File: src/sv/scms_ram.sv
// Generic simple dual-port RAM, one write and one registered read port.
// No dependencies.
module scms_ram #(
    parameter int WIDTH = 8,
    parameter int DEPTH = 16
) (
    input  logic                     aclk,
    input  logic                     we,
    input  logic [$clog2(DEPTH)-1:0] waddr,
    input  logic [WIDTH-1:0]         wdata,
    input  logic [$clog2(DEPTH)-1:0] raddr,
    output logic [WIDTH-1:0]         rdata
);
    logic [WIDTH-1:0] mem [DEPTH];
    logic [WIDTH-1:0] rdata_reg;

    always_ff @(posedge aclk) begin
        if (we) begin
            mem[waddr] <= wdata;
        end
        rdata_reg <= mem[raddr];
    end

    assign rdata = rdata_reg;
endmodule

File: config.mk
export PLATFORM = sky130hd
export DESIGN_NAME = scms_ram
export DESIGN_NICKNAME = d
export VERILOG_FILES = /design/src/sv/scms_ram.sv
export SDC_FILE = /design/constraint.sdc
export NUM_CORES = 1
export LEC_CHECK = 0
export BUFFER_PORTS_ARGS = -buffer_cell sky130_fd_sc_hd__buf_2
export CAP_MARGIN = 25
export CORE_UTILIZATION = 45
export CTS_CLUSTER_SIZE = 16
export DETAILED_ROUTE_END_ITERATION = 10
export PLACE_DENSITY = 0.59
export SYNTH_ARGS = -nofsm -noshare
export SYNTH_HDL_FRONTEND = slang
export SYNTH_SLANG_ARGS = --single-unit
File: constraint.sdc
create_clock -name aclk -period 2.3 [get_ports aclk]
set_input_delay 0.23 -clock aclk [delete_from_list [all_inputs] [get_ports aclk]]
set_output_delay 0.23 -clock aclk [all_outputs]
set_load 0.05 [all_outputs]
== Word-level counts from Yosys, hierarchy flattened ==
Memories as Yosys holds them, arrays and structs flattened. A register that Yosys moved wholly into a read port is not among the register bits.
Index checks and enable logic that the tools add are counted.
Storage, ports and cells
  word-level logic and storage cells: 3
  bits in writable memories: 128
  memories kept: 1
  register bits: 0
  input bits: 18
Cells by class
  muxes and demuxes: 2
Memory list
  mem: words 16, width 8, rd ports 1, clocked after Yosys merged registers in 1, wr ports 1, RTL line 14  | logic [WIDTH-1:0] mem [DEPTH];
Operators with widths (count)
  $mux W1: 2

== Logic depth before layout (Yosys ltp) ==
  depth after elaboration: 2
  mapped depth: 5

== Least setup slack after synthesis ==
No wires, ideal clock.
  path type: input port to flip-flop
  start point: input port waddr[2]
  end point: memory mem[0][0] (enable)
  slack: 577 ps
  stages on the path: 2
  library setup time: 383 ps
  arrival time: 1340 ps
  cell sequence: or3b_2 > nor3_1
RTL lines
  start, declared: RTL line 9  | input logic [$clog2(DEPTH)-1:0] waddr,
  end, declared: RTL line 14
Straight into the memory's write port.

==> metrics.txt <==
# TYPE chip_impl_metric gauge
chip_impl_metric{name="total_gr_overflow",unit=""} 0
chip_impl_metric{name="clk_path_buf_depth",unit=""} 2
chip_impl_metric{name="tritoncts_buffers",unit=""} 17
chip_impl_info{name="end_kind",value="register"} 1
chip_impl_metric{name="die-width",unit="um"} 109.0
chip_impl_metric{name="mappedNetlistNets",unit=""} 247
chip_impl_metric{name="drc_errors",unit=""} 0
chip_impl_info{name="launching_element_type_of_the_critical_path",value="register"} 1
chip_impl_metric{name="seq_area_frac_synth",unit="%"} 77.78
chip_impl_metric{name="hpwlAfterDp",unit="um"} 6274
chip_impl_info{name="dominant_delay_contributor_by_cell_family_on_the_critical_path",value="multiplexers"} 1
chip_impl_metric{name="pin_count_of_the_biggest_net_entering_global_routing",unit=""} 33
chip_impl_metric{name="floorplan.core_area",unit="um^2"} 10980
chip_impl_metric{name="final-instance-count-excl-fill",unit=""} 437
chip_impl_metric{name="distinct_cells_synth",unit=""} 19
chip_impl_metric{name="route.vias.total",unit=""} 2464
chip_impl_metric{name="drtAntennaViolNets",unit=""} 0
chip_impl_metric{name="clock_pin_slew_of_the_registers_on_the_worst_case_setup_and_hold_paths",unit="ns"} 0.06
chip_impl_metric{name="period_share",unit="%"} 61.57
chip_impl_metric{name="critical_path_required",unit="ns"} 2.58
chip_impl_info{name="outcome",value="finished clean"} 1
chip_impl_metric{name="setup_tns",unit="ns"} 0
chip_impl_metric{name="clockPowerShare",unit="%"} 47.0
chip_impl_metric{name="fmaxAchievable",unit="MHz"} 706.2
chip_impl_info{name="min-delay-path-class",value="in -> reg"} 1
chip_impl_metric{name="cts-htree-levels",unit=""} 4
chip_impl_metric{name="power.density",unit="nW/um^2"} 949.8
chip_impl_metric{name="synth_warnings",unit=""} 0
chip_impl_metric{name="grt_pass1_wl",unit="um"} 15100
chip_impl_metric{name="max_ir_drop_vdd",unit="uV"} 510.8
chip_impl_metric{name="average_routed_wire_per_standard_cell",unit="um"} 22.80
chip_impl_metric{name="placement.io_buffers",unit=""} 25
chip_impl_metric{name="detail_route.first_pass.iterations",unit=""} 4
chip_impl_info{name="hold_start",value="wdata[0]"} 1
chip_impl_metric{name="initial_utilization",unit="%"} 46.87
chip_impl_metric{name="final_worst_path_period_need",unit="ns"} 1.416
chip_impl_metric{name="fin_worst_skew",unit="ns"} 0.007077
chip_impl_metric{name="p_leak",unit="nW"} 2.108
chip_impl_metric{name="first_global_vias",unit=""} 2552
chip_impl_metric{name="cp_data_arrival_time",unit="ns"} 1.70
chip_impl_metric{name="design.portCount",unit=""} 26
chip_impl_metric{name="cts_num_sinks",unit=""} 136
chip_impl_info{name="layout.cells.most_common_list",value="edfxtp_1 (128), buf_2 (25), buf_4 (19)"} 1
chip_impl_metric{name="finalWeightedCongestion",unit=""} 0.7024
chip_impl_metric{name="total_switching_power",unit="mW"} 1.223
chip_impl_metric{name="wirelength",unit="um"} 9964
chip_impl_info{name="timing.rr.start",value="mem[9][2]$_DFFE_PP_"} 1
chip_impl_info{name="cts_tree",value="yes"} 1
chip_impl_metric{name="postCtsHoldBufs",unit=""} 0
chip_impl_metric{name="synthesis.instances",unit=""} 229
chip_impl_metric{name="pwr-share-seq",unit="%"} 47.7
chip_impl_metric{name="drv_cap",unit=""} 0
chip_impl_metric{name="report.final.setup_viol",unit=""} 0
chip_impl_metric{name="syn-cell-area",unit="um^2"} 5147
chip_impl_info{name="crit_chain",value="mux4_1 > a22oi_1 > nand2_1"} 1
chip_impl_info{name="critPathSlowestCell",value="mux4_1"} 1
chip_impl_metric{name="final-hold-violation-count",unit=""} 0
chip_impl_metric{name="num-nets-final",unit=""} 302
chip_impl_metric{name="p_int",unit="mW"} 4.623
chip_impl_info{name="master_cell_of_the_clock_root_buffer",value="clkbuf_16"} 1
chip_impl_metric{name="timing.max_slew.rel_slack",unit="%"} 46.89
chip_impl_metric{name="worstPathMaxFanout",unit=""} 1
chip_impl_metric{name="path_buf_inv",unit=""} 0
chip_impl_metric{name="power.share.combinational",unit="%"} 5.3
chip_impl_metric{name="rows",unit=""} 38
chip_impl_metric{name="die_outline_area",unit="um^2"} 11870
chip_impl_metric{name="number_of_synthesized_register_bits",unit=""} 136
chip_impl_metric{name="post_cts_resized",unit=""} 0
chip_impl_metric{name="post-cts-setup-buffer-count",unit=""} 0
chip_impl_metric{name="largest_reg_flops",unit=""} 128
chip_impl_metric{name="avgSynthCellArea",unit="um^2"} 22.48
chip_impl_metric{name="detail_route.vias_per_cell",unit=""} 5.638
chip_impl_metric{name="report.final.slew_viol_count",unit=""} 0
chip_impl_metric{name="drive_above_1_share",unit="%"} 32.66
chip_impl_metric{name="tightestPinTransition",unit="ns"} 0.7937
chip_impl_metric{name="power.switching_fraction",unit="%"} 20.92
chip_impl_metric{name="slowest_delay",unit="ns"} 0.52
chip_impl_metric{name="die_h",unit="um"} 109.0
chip_impl_metric{name="antenna_found_initial",unit=""} 0
chip_impl_info{name="worstSetupPathType",value="reg -> reg"} 1
chip_impl_metric{name="count_of_inserted_antenna_diode_cells",unit=""} 0
chip_impl_info{name="mostFrequentLayoutCell",value="edfxtp_1"} 1
chip_impl_metric{name="clk-insertion-delay-late",unit="ns"} 0.41
chip_impl_metric{name="drtIter0Drc",unit=""} 152
chip_impl_metric{name="place_inst",unit=""} 405
chip_impl_metric{name="areaGrowthSynthToFinish",unit="%"} 19.57
chip_impl_info{name="crit_path_start",value="mem[9][2]$_DFFE_PP_"} 1
chip_impl_metric{name="postLayoutCoreUtil",unit="%"} 56.04
chip_impl_metric{name="groute.usage.overall",unit="%"} 18.94
chip_impl_info{name="rsz_0062_raised_after_global_routing",value="no"} 1
-- cells in the mapped netlist, drive strengths merged --
library cell   instances  share of area (%)
a22oi                 16                2.3
and2                   1               0.12
and2b                  1               0.15
buf                    7                1.1
clkdlybuf4s25          3               0.58
dfxtp                  8                3.1
edfxtp               128                 75
mux4                  32                 15
nand2                  9               0.66
nand2b                 2               0.24
nand3                  1              0.097
nand3b                 2               0.29
nor2                  13               0.95
nor2b                  1               0.12
nor3                   4               0.39
or3b                   1               0.17
-- layout make-up --
type / count / area [um^2]
clock buffer: 18 / 439.2
timing repair buffer: 46 / 307.8
sequential: 136 / 4004
tap: 140 / 175.2
clock inverter: 14 / 171.4
fill: 819 / 4828
multi-input combinational: 83 / 1057
-- power by group through the flow --
stage / Sequential (mW) / Clock, mW / Combinational [mW]
global route: 2.79 / 2.91 / 0.333
finish: 2.79 / 2.75 / 0.311
floorplan: 2.89 / 0 / 0.141
CTS: 2.79 / 2.78 / 0.316
detailed placement: 2.84 / 0 / 0.316
global placement: 2.84 / 0 / 0.311
-- stage by stage --
step	total power [mW]	hold WS, ns	setup slack, ns	cell area (um^2)
final	5.846	0.2148	0.8839	6155
after detailed placement	3.158	0.6305	0.5158	5544
after CTS	5.885	0.2071	0.8525	6155
after floorplan	3.033	0.3289	0.5771	5147
after global placement	3.152	0.6181	0.5296	5544
after global routing	6.033	0.2058	0.7895	6155
-- layer usage --
layer	part of all wire, %	vias to the layer above	global-route usage (%)
li1	-	1089	-
met1	46	1260	27.80
met2	46	103	27.13
met3	6.4	12	4.901
met4	1.4	0	7.432
met5	0	-	0
-- cells by family (layout without fill, tap and decap cells) --
family          Yosys count  in the layout  synth area share (%)
flops                   136            136                 77.78
simple gates             35             35                 3.184
compound gates           16             16                 2.334
buf+inv                  10             78                 1.677
mux                      32             32                 15.02
-- final timing paths --
| kind | to | slack [ns] | cells after the start |
|---|---|---|---|
| max | rdata[2]$_DFF_P_ | 0.88 | 3 |
| min | mem[6][0]$_DFFE_PP_ | 0.21 | 1 |
| max reg2reg | rdata[2]$_DFF_P_ | 0.88 | 3 |
| min reg2reg | rdata[0]$_DFF_P_ | 0.67 | 3 |
Power figures use the tool's default switching activity.
